`config.mk`:
```
export PLATFORM = sky130hd
export DESIGN_NAME = round_robin_task_scheduler_core
export DESIGN_NICKNAME = d
export VERILOG_FILES = /design/src/hw/rtl/rrts_pkg.sv /design/src/hw/rtl/rrts_cmp.sv /design/src/hw/rtl/rrts_ram.sv /design/src/hw/rtl/rrts_vram.sv /design/src/hw/rtl/round_robin_task_scheduler_core.sv
export SDC_FILE = /design/constraint.sdc
export NUM_CORES = 2
export LEC_CHECK = 0
export ABC_CLOCK_PERIOD_IN_PS = 12800
export BUFFER_PORTS_ARGS = -buffer_cell sky130_fd_sc_hd__buf_2
export CAP_MARGIN = 20
export CORE_ASPECT_RATIO = 0.75
export CORE_UTILIZATION = 60
export DETAILED_ROUTE_END_ITERATION = 6
export PLACE_DENSITY = 0.79
export SLEW_MARGIN = 20
export SYNTH_ARGS = -nofsm -noshare
export SYNTH_HDL_FRONTEND = slang
export SYNTH_SLANG_ARGS = --single-unit
export TNS_END_PERCENT = 50
```
`constraint.sdc`:
```
create_clock -name clk_i -period 12.8 [get_ports clk_i]
set_input_delay 2.56 -clock clk_i [delete_from_list [all_inputs] [get_ports clk_i]]
set_output_delay 2.56 -clock clk_i [all_outputs]
set_load 0.005 [all_outputs]
```
`src/hw/rtl/rrts_pkg.sv`:
```
// Shared types and constants for the round-robin task scheduler.
// No dependencies; imported by rrts_cmp, the scheduler core and the testbench.
`default_nettype none

package rrts_pkg;

  localparam int IdW   = 4;
  localparam int DurW  = 32;
  localparam int TickW = 64;
  localparam int WokW  = 5;

  // Task status codes.
  localparam logic [1:0] ST_DEAD    = 2'd0;
  localparam logic [1:0] ST_READY   = 2'd1;
  localparam logic [1:0] ST_RUNNING = 2'd2;
  localparam logic [1:0] ST_BLOCKED = 2'd3;

  typedef enum logic [2:0] {
    OP_YIELD     = 3'd0,
    OP_BLOCK     = 3'd1,
    OP_UNBLOCK   = 3'd2,
    OP_ADD       = 3'd3,
    OP_TERMINATE = 3'd4,
    OP_SLEEP     = 3'd5,
    OP_TICK      = 3'd6
  } op_e;

  typedef enum logic [4:0] {
    S_IDLE,
    S_DEC,
    S_PUSH,
    S_POP,
    S_POP2,
    S_SI0,
    S_SI1,
    S_SL_A,
    S_SL_B,
    S_SL_C,
    S_SL_FIN,
    S_SL_F2,
    S_SL_F3,
    S_TK0,
    S_TK1,
    S_TK2,
    S_OUT
  } state_e;

endpackage

`default_nettype wire

```
`src/hw/rtl/rrts_cmp.sv`:
```
// Shared 64-bit unsigned magnitude comparator for wake-time checks.
// Depends on rrts_pkg for the tick width.
`default_nettype none

module rrts_cmp
  import rrts_pkg::*;
(
  input  wire logic [TickW-1:0] a_i,
  input  wire logic [TickW-1:0] b_i,
  output logic                  gt_o
);

  assign gt_o = (a_i > b_i);

endmodule

`default_nettype wire

```
`src/hw/rtl/rrts_ram.sv`:
```
// Simple dual-port RAM, one write and one registered read per cycle.
// Contents are undefined until written; no package dependency.
`default_nettype none

module rrts_ram #(
  parameter int W     = 4,
  parameter int DEPTH = 16
) (
  input  wire logic                     clk_i,
  input  wire logic                     we_i,
  input  wire logic [$clog2(DEPTH)-1:0] waddr_i,
  input  wire logic [W-1:0]             wdata_i,
  input  wire logic [$clog2(DEPTH)-1:0] raddr_i,
  output logic      [W-1:0]             rdata_o
);

  logic [W-1:0] mem [DEPTH];
  logic [W-1:0] rdata_q;

  always_ff @(posedge clk_i) begin
    if (we_i) begin
      mem[waddr_i] <= wdata_i;
    end
  end

  always_ff @(posedge clk_i) begin
    rdata_q <= mem[raddr_i];
  end

  assign rdata_o = rdata_q;

endmodule

`default_nettype wire

```
`src/hw/rtl/rrts_vram.sv`:
```
// RAM with a valid bit per entry; an entry never written reads as its reset value.
// Entry 0 and the other entries each have their own reset value; no package dependency.
`default_nettype none

module rrts_vram #(
  parameter int             W         = 2,
  parameter int             DEPTH     = 16,
  parameter logic [W-1:0]   RST_FIRST = '0,
  parameter logic [W-1:0]   RST_REST  = '0
) (
  input  wire logic                     clk_i,
  input  wire logic                     rst_ni,
  input  wire logic                     we_i,
  input  wire logic [$clog2(DEPTH)-1:0] waddr_i,
  input  wire logic [W-1:0]             wdata_i,
  input  wire logic [$clog2(DEPTH)-1:0] raddr_i,
  output logic      [W-1:0]             rdata_o
);

  localparam int AW = $clog2(DEPTH);

  logic [W-1:0]  mem [DEPTH];
  logic [DEPTH-1:0] vld_q;
  logic [W-1:0]  rdata_q;
  logic          rvld_q;
  logic [AW-1:0] raddr_q;

  always_ff @(posedge clk_i) begin
    if (we_i) begin
      mem[waddr_i] <= wdata_i;
    end
    rdata_q <= mem[raddr_i];
    raddr_q <= raddr_i;
  end

  always_ff @(posedge clk_i or negedge rst_ni) begin
    if (!rst_ni) begin
      vld_q  <= '0;
      rvld_q <= 1'b0;
    end else begin
      rvld_q <= vld_q[raddr_i];
      if (we_i) begin
        vld_q[waddr_i] <= 1'b1;
      end
    end
  end

  assign rdata_o = rvld_q ? rdata_q : ((raddr_q == '0) ? RST_FIRST : RST_REST);

endmodule

`default_nettype wire

```
`src/hw/rtl/round_robin_task_scheduler_core.sv`:
```
// Top level of the round-robin task scheduler with a timed sleep queue.
// Depends on rrts_pkg, rrts_cmp, rrts_ram and rrts_vram.
//
//   Channel   Direction  Handshake                  Payload
//   input     in         in_valid_i / in_stall_o    op_i, task_id_i, duration_i
//   result    out        out_valid_o / out_stall_i  running_task_o, switched_o,
//                                                   woken_count_o, error_o
//   config    in         cfg_we_i (no handshake)    cfg_wdata_i (idle task id)
//
// One beat is handled at a time by a small sequencer that drives one read and
// one write per memory in each cycle and a single shared 64-bit comparator.
// Add and unblock finish in the decode state; a yield-type operation also
// requeues and pops the ready queue, a sleep walks the sleep queue past the
// sleepers that wake no later than it, and a tick removes the expired sleepers
// one by one; each step of a list walk waits for registered memory reads.
// The input stalls from the accept until the result is loaded into the output
// register, so a new beat can be taken while that result still waits.
// Reset is asynchronous and active low; it empties both queues, makes task 0
// running and all others dead through per-entry valid bits, with no clearing pass.
`default_nettype none

module round_robin_task_scheduler_core
  import rrts_pkg::*;
#(
  parameter int NUM_TASKS = 16
) (
  input  wire logic              clk_i,
  input  wire logic              rst_ni,
  input  wire logic              cfg_we_i,
  input  wire logic [IdW-1:0]    cfg_wdata_i,
  input  wire logic              in_valid_i,
  output logic                   in_stall_o,
  input  wire logic [2:0]        op_i,
  input  wire logic [IdW-1:0]    task_id_i,
  input  wire logic [DurW-1:0]   duration_i,
  output logic                   out_valid_o,
  input  wire logic              out_stall_i,
  output logic [IdW-1:0]         running_task_o,
  output logic                   switched_o,
  output logic [WokW-1:0]        woken_count_o,
  output logic                   error_o
);

  localparam int IW = $clog2(NUM_TASKS);
  localparam int CW = $clog2(NUM_TASKS + 1);

  // Sequencer and queue state.
  state_e            st_q, st_d;
  op_e               op_q, op_d;
  logic [IdW-1:0]    tid_q, tid_d;
  logic [DurW-1:0]   dur_q, dur_d;
  logic [IW-1:0]     prev_q, prev_d;
  logic [IW-1:0]     cur_q, cur_d;
  logic              err_q, err_d;
  logic [WokW-1:0]   woken_q, woken_d;
  logic              push_q, push_d;
  logic [IW-1:0]     rh_q, rh_d;
  logic [IW-1:0]     rt_q, rt_d;
  logic              re_q, re_d;
  logic [IW-1:0]     sh_q, sh_d;
  logic [CW-1:0]     cnt_q, cnt_d;
  logic [TickW-1:0]  tick_q, tick_d;
  logic [TickW-1:0]  wv_q, wv_d;
  logic [IW-1:0]     p_q, p_d;
  logic [IW-1:0]     nx_q, nx_d;
  logic [CW-1:0]     i_q, i_d;
  logic [IW-1:0]     t_q, t_d;
  logic              blk_q, blk_d;
  logic [IdW-1:0]    idle_q;
  logic              ov_q, ov_d;
  logic [IdW-1:0]    o_task_q, o_task_d;
  logic              o_sw_q, o_sw_d;
  logic [WokW-1:0]   o_wk_q, o_wk_d;
  logic              o_err_q, o_err_d;

  // Memory ports.
  logic          stat_we, slp_we, rl_we, sl_we, wk_we;
  logic [IW-1:0] stat_wa, slp_wa, rl_wa, sl_wa, wk_wa;
  logic [IW-1:0] stat_ra, rl_ra, sl_ra, wk_ra;
  logic [1:0]    stat_wd, stat_rd;
  logic          slp_wd, slp_rd;
  logic [IW-1:0] rl_wd, rl_rd, sl_wd, sl_rd;
  logic [TickW-1:0] wk_wd, wk_rd;

  logic [TickW-1:0] cmp_b;
  logic             cmp_gt;
  logic             in_acc;
  logic [IW-1:0]    idl;
  logic [IW-1:0]    tid_idx;
  logic             tid_ok;
  logic [TickW-1:0] wake_new;

  assign in_acc   = in_valid_i && (st_q == S_IDLE);
  assign idl      = (32'(idle_q) < NUM_TASKS) ? IW'(idle_q) : '0;
  assign tid_idx  = IW'(tid_q);
  assign tid_ok   = (32'(tid_q) < NUM_TASKS);
  assign wake_new = tick_q + TickW'(dur_q);
  assign cmp_b    = (st_q == S_TK1) ? tick_q : wv_q;

  rrts_cmp u_cmp (
    .a_i  (wk_rd),
    .b_i  (cmp_b),
    .gt_o (cmp_gt)
  );

  // Task status: task 0 starts running, the rest dead.
  rrts_vram #(
    .W(2), .DEPTH(NUM_TASKS), .RST_FIRST(ST_RUNNING), .RST_REST(ST_DEAD)
  ) u_stat (
    .clk_i, .rst_ni, .we_i(stat_we), .waddr_i(stat_wa), .wdata_i(stat_wd),
    .raddr_i(stat_ra), .rdata_o(stat_rd)
  );

  // Sleep-queue membership flag, read at the same address as the status.
  rrts_vram #(
    .W(1), .DEPTH(NUM_TASKS), .RST_FIRST(1'b0), .RST_REST(1'b0)
  ) u_slp (
    .clk_i, .rst_ni, .we_i(slp_we), .waddr_i(slp_wa), .wdata_i(slp_wd),
    .raddr_i(stat_ra), .rdata_o(slp_rd)
  );

  rrts_ram #(.W(IW), .DEPTH(NUM_TASKS)) u_rlink (
    .clk_i, .we_i(rl_we), .waddr_i(rl_wa), .wdata_i(rl_wd), .raddr_i(rl_ra),
    .rdata_o(rl_rd)
  );

  rrts_ram #(.W(IW), .DEPTH(NUM_TASKS)) u_slink (
    .clk_i, .we_i(sl_we), .waddr_i(sl_wa), .wdata_i(sl_wd), .raddr_i(sl_ra),
    .rdata_o(sl_rd)
  );

  rrts_ram #(.W(TickW), .DEPTH(NUM_TASKS)) u_wake (
    .clk_i, .we_i(wk_we), .waddr_i(wk_wa), .wdata_i(wk_wd), .raddr_i(wk_ra),
    .rdata_o(wk_rd)
  );

  always_comb begin
    st_d = st_q;  op_d = op_q;  tid_d = tid_q;  dur_d = dur_q;
    prev_d = prev_q;  cur_d = cur_q;  err_d = err_q;  woken_d = woken_q;
    push_d = push_q;  rh_d = rh_q;  rt_d = rt_q;  re_d = re_q;
    sh_d = sh_q;  cnt_d = cnt_q;  tick_d = tick_q;  wv_d = wv_q;
    p_d = p_q;  nx_d = nx_q;  i_d = i_q;  t_d = t_q;  blk_d = blk_q;
    ov_d = ov_q;  o_task_d = o_task_q;  o_sw_d = o_sw_q;
    o_wk_d = o_wk_q;  o_err_d = o_err_q;

    stat_we = 1'b0;  stat_wa = cur_q;  stat_wd = ST_DEAD;  stat_ra = cur_q;
    slp_we  = 1'b0;  slp_wa  = cur_q;  slp_wd  = 1'b0;
    rl_we   = 1'b0;  rl_wa   = rt_q;   rl_wd   = cur_q;    rl_ra = rh_q;
    sl_we   = 1'b0;  sl_wa   = cur_q;  sl_wd   = sh_q;     sl_ra = p_q;
    wk_we   = 1'b0;  wk_wa   = cur_q;  wk_wd   = wake_new; wk_ra = sh_q;

    if (ov_q && !out_stall_i) begin
      ov_d = 1'b0;
    end

    case (st_q)
      S_IDLE: begin
        // Look up status and sleep flag of the task the beat refers to.
        if (op_i == OP_UNBLOCK || op_i == OP_ADD) begin
          stat_ra = IW'(task_id_i);
        end
        if (in_acc) begin
          op_d    = op_e'(op_i);
          tid_d   = task_id_i;
          dur_d   = duration_i;
          prev_d  = cur_q;
          err_d   = 1'b0;
          woken_d = '0;
          push_d  = 1'b0;
          st_d    = S_DEC;
        end
      end
      S_DEC: begin
        case (op_q)
          OP_YIELD: begin
            push_d = (stat_rd == ST_RUNNING) && (cur_q != idl);
            st_d   = S_PUSH;
          end
          OP_BLOCK, OP_TERMINATE: begin
            if (cur_q == idl) begin
              err_d = 1'b1;
              st_d  = S_OUT;
            end else begin
              stat_we = 1'b1;
              stat_wa = cur_q;
              stat_wd = (op_q == OP_BLOCK) ? ST_BLOCKED : ST_DEAD;
              st_d    = S_PUSH;
            end
          end
          OP_UNBLOCK: begin
            if (!tid_ok || stat_rd != ST_BLOCKED || slp_rd) begin
              err_d = 1'b1;
            end else begin
              // Insert at the front of the ready queue.
              if (re_q) begin
                rt_d = tid_idx;
                re_d = 1'b0;
              end else begin
                rl_we = 1'b1;
                rl_wa = tid_idx;
                rl_wd = rh_q;
              end
              rh_d    = tid_idx;
              stat_we = 1'b1;
              stat_wa = tid_idx;
              stat_wd = ST_READY;
            end
            st_d = S_OUT;
          end
          OP_ADD: begin
            if (!tid_ok || stat_rd != ST_DEAD || tid_idx == idl) begin
              err_d = 1'b1;
            end else begin
              if (re_q) begin
                rh_d = tid_idx;
                re_d = 1'b0;
              end else begin
                rl_we = 1'b1;
                rl_wa = rt_q;
                rl_wd = tid_idx;
              end
              rt_d    = tid_idx;
              stat_we = 1'b1;
              stat_wa = tid_idx;
              stat_wd = ST_READY;
            end
            st_d = S_OUT;
          end
          OP_SLEEP: begin
            if (cur_q == idl || slp_rd) begin
              err_d = 1'b1;
              st_d  = S_OUT;
            end else begin
              wv_d    = wake_new;
              wk_we   = 1'b1;
              wk_wa   = cur_q;
              wk_wd   = wake_new;
              stat_we = 1'b1;
              stat_wa = cur_q;
              stat_wd = ST_BLOCKED;
              slp_we  = 1'b1;
              slp_wa  = cur_q;
              slp_wd  = 1'b1;
              st_d    = S_SI0;
            end
          end
          OP_TICK: begin
            tick_d = tick_q + TickW'(1);
            st_d   = S_TK0;
          end
          default: begin
            err_d = 1'b1;
            st_d  = S_OUT;
          end
        endcase
      end
      S_PUSH: begin
        // Requeue the preempted task at the tail.
        if (push_q) begin
          if (re_q) begin
            rh_d = cur_q;
            re_d = 1'b0;
          end else begin
            rl_we = 1'b1;
            rl_wa = rt_q;
            rl_wd = cur_q;
          end
          rt_d    = cur_q;
          stat_we = 1'b1;
          stat_wa = cur_q;
          stat_wd = ST_READY;
        end
        st_d = S_POP;
      end
      S_POP: begin
        stat_we = 1'b1;
        stat_wd = ST_RUNNING;
        if (re_q) begin
          cur_d   = idl;
          stat_wa = idl;
          st_d    = S_OUT;
        end else begin
          cur_d   = rh_q;
          stat_wa = rh_q;
          rl_ra   = rh_q;
          if (rh_q == rt_q) begin
            re_d = 1'b1;
            st_d = S_OUT;
          end else begin
            st_d = S_POP2;
          end
        end
      end
      S_POP2: begin
        rh_d = rl_rd;
        st_d = S_OUT;
      end
      S_SI0: begin
        if (cnt_q == '0) begin
          sh_d  = cur_q;
          cnt_d = cnt_q + CW'(1);
          st_d  = S_PUSH;
        end else begin
          wk_ra = sh_q;
          p_d   = sh_q;
          i_d   = CW'(1);
          st_d  = S_SI1;
        end
      end
      S_SI1: begin
        // New sleeper wakes before the head: it becomes the head.
        if (cmp_gt) begin
          sl_we = 1'b1;
          sl_wa = cur_q;
          sl_wd = sh_q;
          sh_d  = cur_q;
          cnt_d = cnt_q + CW'(1);
          st_d  = S_PUSH;
        end else begin
          st_d = S_SL_A;
        end
      end
      S_SL_A: begin
        sl_ra = p_q;
        st_d  = (i_q >= cnt_q) ? S_SL_FIN : S_SL_B;
      end
      S_SL_B: begin
        nx_d  = sl_rd;
        wk_ra = sl_rd;
        st_d  = S_SL_C;
      end
      S_SL_C: begin
        // Equal wake times do not stop the walk, so ties keep arrival order.
        if (cmp_gt) begin
          st_d = S_SL_FIN;
        end else begin
          p_d  = nx_q;
          i_d  = i_q + CW'(1);
          st_d = S_SL_A;
        end
      end
      S_SL_FIN: begin
        sl_ra = p_q;
        st_d  = S_SL_F2;
      end
      S_SL_F2: begin
        sl_we = 1'b1;
        sl_wa = cur_q;
        sl_wd = sl_rd;
        st_d  = S_SL_F3;
      end
      S_SL_F3: begin
        sl_we = 1'b1;
        sl_wa = p_q;
        sl_wd = cur_q;
        cnt_d = cnt_q + CW'(1);
        st_d  = S_PUSH;
      end
      S_TK0: begin
        stat_ra = sh_q;
        wk_ra   = sh_q;
        st_d    = (cnt_q == '0) ? S_OUT : S_TK1;
      end
      S_TK1: begin
        // Head has expired when its wake time is not past the counter.
        if (cmp_gt) begin
          st_d = S_OUT;
        end else begin
          t_d   = sh_q;
          blk_d = (stat_rd == ST_BLOCKED);
          sl_ra = sh_q;
          st_d  = S_TK2;
        end
      end
      S_TK2: begin
        cnt_d  = cnt_q - CW'(1);
        sh_d   = (cnt_q == CW'(1)) ? '0 : sl_rd;
        slp_we = 1'b1;
        slp_wa = t_q;
        slp_wd = 1'b0;
        if (blk_q) begin
          if (re_q) begin
            rt_d = t_q;
            re_d = 1'b0;
          end else begin
            rl_we = 1'b1;
            rl_wa = t_q;
            rl_wd = rh_q;
          end
          rh_d    = t_q;
          stat_we = 1'b1;
          stat_wa = t_q;
          stat_wd = ST_READY;
          woken_d = (woken_q == '1) ? woken_q : woken_q + WokW'(1);
        end
        st_d = S_TK0;
      end
      S_OUT: begin
        if (!ov_q || !out_stall_i) begin
          ov_d     = 1'b1;
          o_task_d = IdW'(cur_q);
          o_sw_d   = (cur_q != prev_q);
          o_wk_d   = woken_q;
          o_err_d  = err_q;
          st_d     = S_IDLE;
        end
      end
      default: begin
        st_d = S_IDLE;
      end
    endcase
  end

  always_ff @(posedge clk_i or negedge rst_ni) begin
    if (!rst_ni) begin
      st_q   <= S_IDLE;
      cur_q  <= '0;
      rh_q   <= '0;
      rt_q   <= '0;
      re_q   <= 1'b1;
      sh_q   <= '0;
      cnt_q  <= '0;
      tick_q <= '0;
      idle_q <= '0;
      ov_q   <= 1'b0;
    end else begin
      st_q   <= st_d;
      cur_q  <= cur_d;
      rh_q   <= rh_d;
      rt_q   <= rt_d;
      re_q   <= re_d;
      sh_q   <= sh_d;
      cnt_q  <= cnt_d;
      tick_q <= tick_d;
      ov_q   <= ov_d;
      if (cfg_we_i) begin
        idle_q <= cfg_wdata_i;
      end
    end
  end

  always_ff @(posedge clk_i) begin
    op_q     <= op_d;
    tid_q    <= tid_d;
    dur_q    <= dur_d;
    prev_q   <= prev_d;
    err_q    <= err_d;
    woken_q  <= woken_d;
    push_q   <= push_d;
    wv_q     <= wv_d;
    p_q      <= p_d;
    nx_q     <= nx_d;
    i_q      <= i_d;
    t_q      <= t_d;
    blk_q    <= blk_d;
    o_task_q <= o_task_d;
    o_sw_q   <= o_sw_d;
    o_wk_q   <= o_wk_d;
    o_err_q  <= o_err_d;
  end

  assign in_stall_o     = (st_q != S_IDLE);
  assign out_valid_o    = ov_q;
  assign running_task_o = o_task_q;
  assign switched_o     = o_sw_q;
  assign woken_count_o  = o_wk_q;
  assign error_o        = o_err_q;

endmodule

`default_nettype wire

```
==> impl_metrics.toml <==
[detailed_routing]
first_pass_iters = 6
viasPerCell = 6.57
drc_errors = 0
wl_um = 148000
ant_nets = 0
wire_per_inst_um = 27.3
drtIter0Drc = 4767
vias = 35588

[synthesis]
ys_types = 81
synth_compound_area_frac = 0.0465
synth_top_family_by_area = "multiplexers"
muxShareOfSynthArea = 0.122
syn_area_mm2 = 0.0637
yosys.area_share.simple = 0.0665
yosys.area_share.xor_xnor = 0.0206
synth_fa_ha_area_frac = 0.0217
avgSynthCellArea_um2 = 16.9
synth-seq-cells = 1552
yosys_warnings = 0
ys_seq_area_frac = 0.709
postSynthCellCount = 3777
synth_nets = 3934
synth-async-reset-ratio = 0.0838
synthFlopType = "edfxtp_1"
synth_edf_count = 1343

[cells_and_area]
num-fill-cells = 6651
layout-drive-gt1-share = 0.185
area_growth_pct = 11.2
nets = 4042
fin_util = 0.673

[placement]
gp_congestion = 0.939
io_buffers = 60
place_hpwl_um = 84300
place_ws_ps = 6120

[worst_setup_path]
cp.arrival_ps = 7450
critPathCaptureType = "register"
r2r_cells = 17
path_cells = "nand2_1 > nor2_4 > buf_4 > buf_4 > mux2i_1 > ha_1 > nand4_2 > nor4_4 > nand4_1 > a31oi_1 > nor4_1 > o21ai_4 > mux2i_4 > buf_4 > mux2i_1 > o22ai_1 > or4_1"
crit_path_frequent_cell = "buf_4"
crit_fanout = 36
cpMaxStageDelayCell = "buf_4"
path_class = "register to register"
required_ps = 13430
start_kind = "register"
max_stage_delay_ps = 700

[clock_network]
cts_resized = 0
post_cts_buffers = 0
clk_path_buf_depth = 3
clock_sinks = 1552
numCtsBuffers = 141
cts_root_buffer = "clkbuf_16"
clk_latency_ps = 770
htreeDepth = 4
cts_hold_buf = 0
clk_pin_slew_worst_paths_ps = 60
tritoncts = "done"

[grt]
grt_overflow = 0
grt_pass1_wl_um = 223000
grt.total_usage = 0.280
grt_max_degree = 143
grt_pass1_vias = 35561
antenna_found_initial = 3

[die]
die_h_um = 284
io_pins = 61
fp.dieW_um = 378
rows = 103
coreArea_mm2 = 0.105
start_util = 0.605
dieArea_mm2 = 0.108

[power]
swShare = 0.309
peakVddDrop_mv = 0.252
power.internal_mw = 10.1
switching_power_mw = 4.52
power_density_mw_per_mm2 = 207
pwr-share-comb = 0.281
pwr-share-seq = 0.435
leakage_nw = 24.2
clock_power_share = 0.285
p_total_mw = 14.7

[worst_hold_path]
hold_path.class = "register to register"
min_path_cells = 1

[outcome]
status = "finished, final reports clean"

[timing]
skew_ps = 26.2
period_minus_slack_ps = 6820
tns_ps = 0
hold_viol = 0
relSlewSlack = 0.254
setup_viol = 0
slew_violations = 0
fin_ws_ps = 5980
fmax_ghz = 0.147
post-route-period-util = 0.533
rsz0062_at_grt = "false"
fin_hold_ws_ps = 461
worst_slew_pin_slew_ps = 1120

[job]
drv_cap = 0
-- synth_stat cells, types with 6 or more instances --
master,number,share of area
o21a_1,11,0.0013
or4_1,8,0.00094
nor2b_1,11,0.0011
ha_1,108,0.021
inv_1,43,0.0025
xor2_1,36,0.0049
and3_1,21,0.0021
or3_1,6,0.00059
edfxtp_1,1343,0.63
o21ai_0,55,0.0043
a221oi_1,9,0.0012
a21oi_1,95,0.0075
o21ai_1,8,0.00063
nor2_1,192,0.011
or2_2,22,0.0022
and4_1,12,0.0016
a211oi_1,80,0.0094
nand3_1,55,0.0043
clkbuf_1,119,0.0070
mux4_2,281,0.099
mux2i_1,133,0.021
dfxtp_1,79,0.025
nor4_1,8,0.00079
or2_1,18,0.0018
nand4_1,36,0.0035
mux2_2,13,0.0023
nand2_1,294,0.017
and2_1,86,0.0084
dfrtp_1,129,0.051
a21o_1,15,0.0018
a311oi_1,6,0.00082
buf_2,36,0.0028
a22oi_1,20,0.0024
buf_1,16,0.00094
nand3b_1,13,0.0015
a41oi_1,7,0.00096
nor3_1,37,0.0029
a31oi_1,83,0.0081
xnor2_1,114,0.016
nand2b_1,23,0.0023
o22ai_1,20,0.0020
-- kinds of logic after synthesis --
logic type                 Yosys count
DFF                               1552
and+or+nand+nor                    866
AOI/OAI and AO/OA                  453
muxes                              427
buffers and inverters              219
xor gates and xnor gates           150
adders and majority gates          110
-- worst paths after layout --
kind | from | end | slack [ps]
min | u_stat.vld_q[4]$_DFFE_PN0P_ | u_stat.vld_q[4]$_DFFE_PN0P_ | 460
max reg2reg | st_q[3]$_DFFE_PN0P_ | u_slink.rdata_o[1]$_DFF_P_ | 5980
max | st_q[3]$_DFFE_PN0P_ | u_slink.rdata_o[1]$_DFF_P_ | 5980
min reg2reg | u_stat.vld_q[4]$_DFFE_PN0P_ | u_stat.vld_q[4]$_DFFE_PN0P_ | 460
max in group asynchronous | rst_ni | tick_q[51]$_DFFE_PN0P_ | 9480
min in group asynchronous | rst_ni | u_stat.vld_q[14]$_DFFE_PN0P_ | 1790
-- worst max-delay path: cells and delay by family (launching register included) --
kind	cells	cell delay (ps)
AO/OA/AOI/OAI	3	840
adder cells (fa/ha/maj)	1	360
buffers and inverters	3	1670
flip-flops	1	570
multiplexers	3	820
AND/OR/NAND/NOR	7	2380
-- layout by cell type (no fill, tap or decap), types with 79 or more instances in the layout --
cell	netlist	routed
nor2_1	192	179
dfrtp_1	129	129
dfxtp_1	79	79
nand2_1	294	294
xnor2_1	114	81
and2_1	86	86
edfxtp_1	1343	1343
mux4_2	281	281
mux2i_1	133	129
a211oi_1	80	80
clkbuf_16	0	148
a31oi_1	83	83
ha_1	108	108
a21oi_1	95	94
-- layer usage --
metal,vias to the layer above,GRT usage,share of wire
li1,15053,-,-
met1,18071,0.419,0.41
met2,2164,0.416,0.46
met3,298,0.0604,0.10
met4,2,0.0927,0.026
met5,-,0,0.000047
-- sequential cells by signal, summed over array words and instances (netlist names), 5 cells and up --
name            count
u_wake.mem       1024
tick_q             64
u_rlink.mem        64
u_slink.mem        64
u_wake.rdata_o     64
wv_q               64
dur_q              32
u_stat.mem         32
u_slp.mem          16
u_slp.vld_q        16
u_stat.vld_q       16
cnt_q               5
i_q                 5
st_q                5
woken_count_o       5
woken_q             5
-- per-stage QoR --
step | instances | area (um2)
after global routing | 5420 | 70900
after global placement | 5154 | 65900
after detailed placement | 5157 | 66000
after floorplan | 3777 | 63700
final | 5420 | 70900
after CTS | 5416 | 70600
-- power by group through the flow --
stage                     logic [mW]  clock network [mW]  registers (mW)
after CTS                       4.09                4.21            6.36
after detailed placement        4.05                   0            6.46
final                           4.12                4.17            6.37
after global placement          3.95                   0            6.46
after floorplan                 2.86                   0            6.28
after global routing            4.45                4.41            6.39
-- final cells by class --
type	instances	area, um2	area share
well taps	1417	1770	0.0250
clock buffers	201	4030	0.0569
inverters	45	169	0.00238
flip-flops and latches	1552	45200	0.637
repair buffers	139	992	0.0140
multi-input cells	2006	18200	0.257
diodes	2	5.00	0.0000706
clock inverters	58	507	0.00715
(Power assumes the default switching activity.)
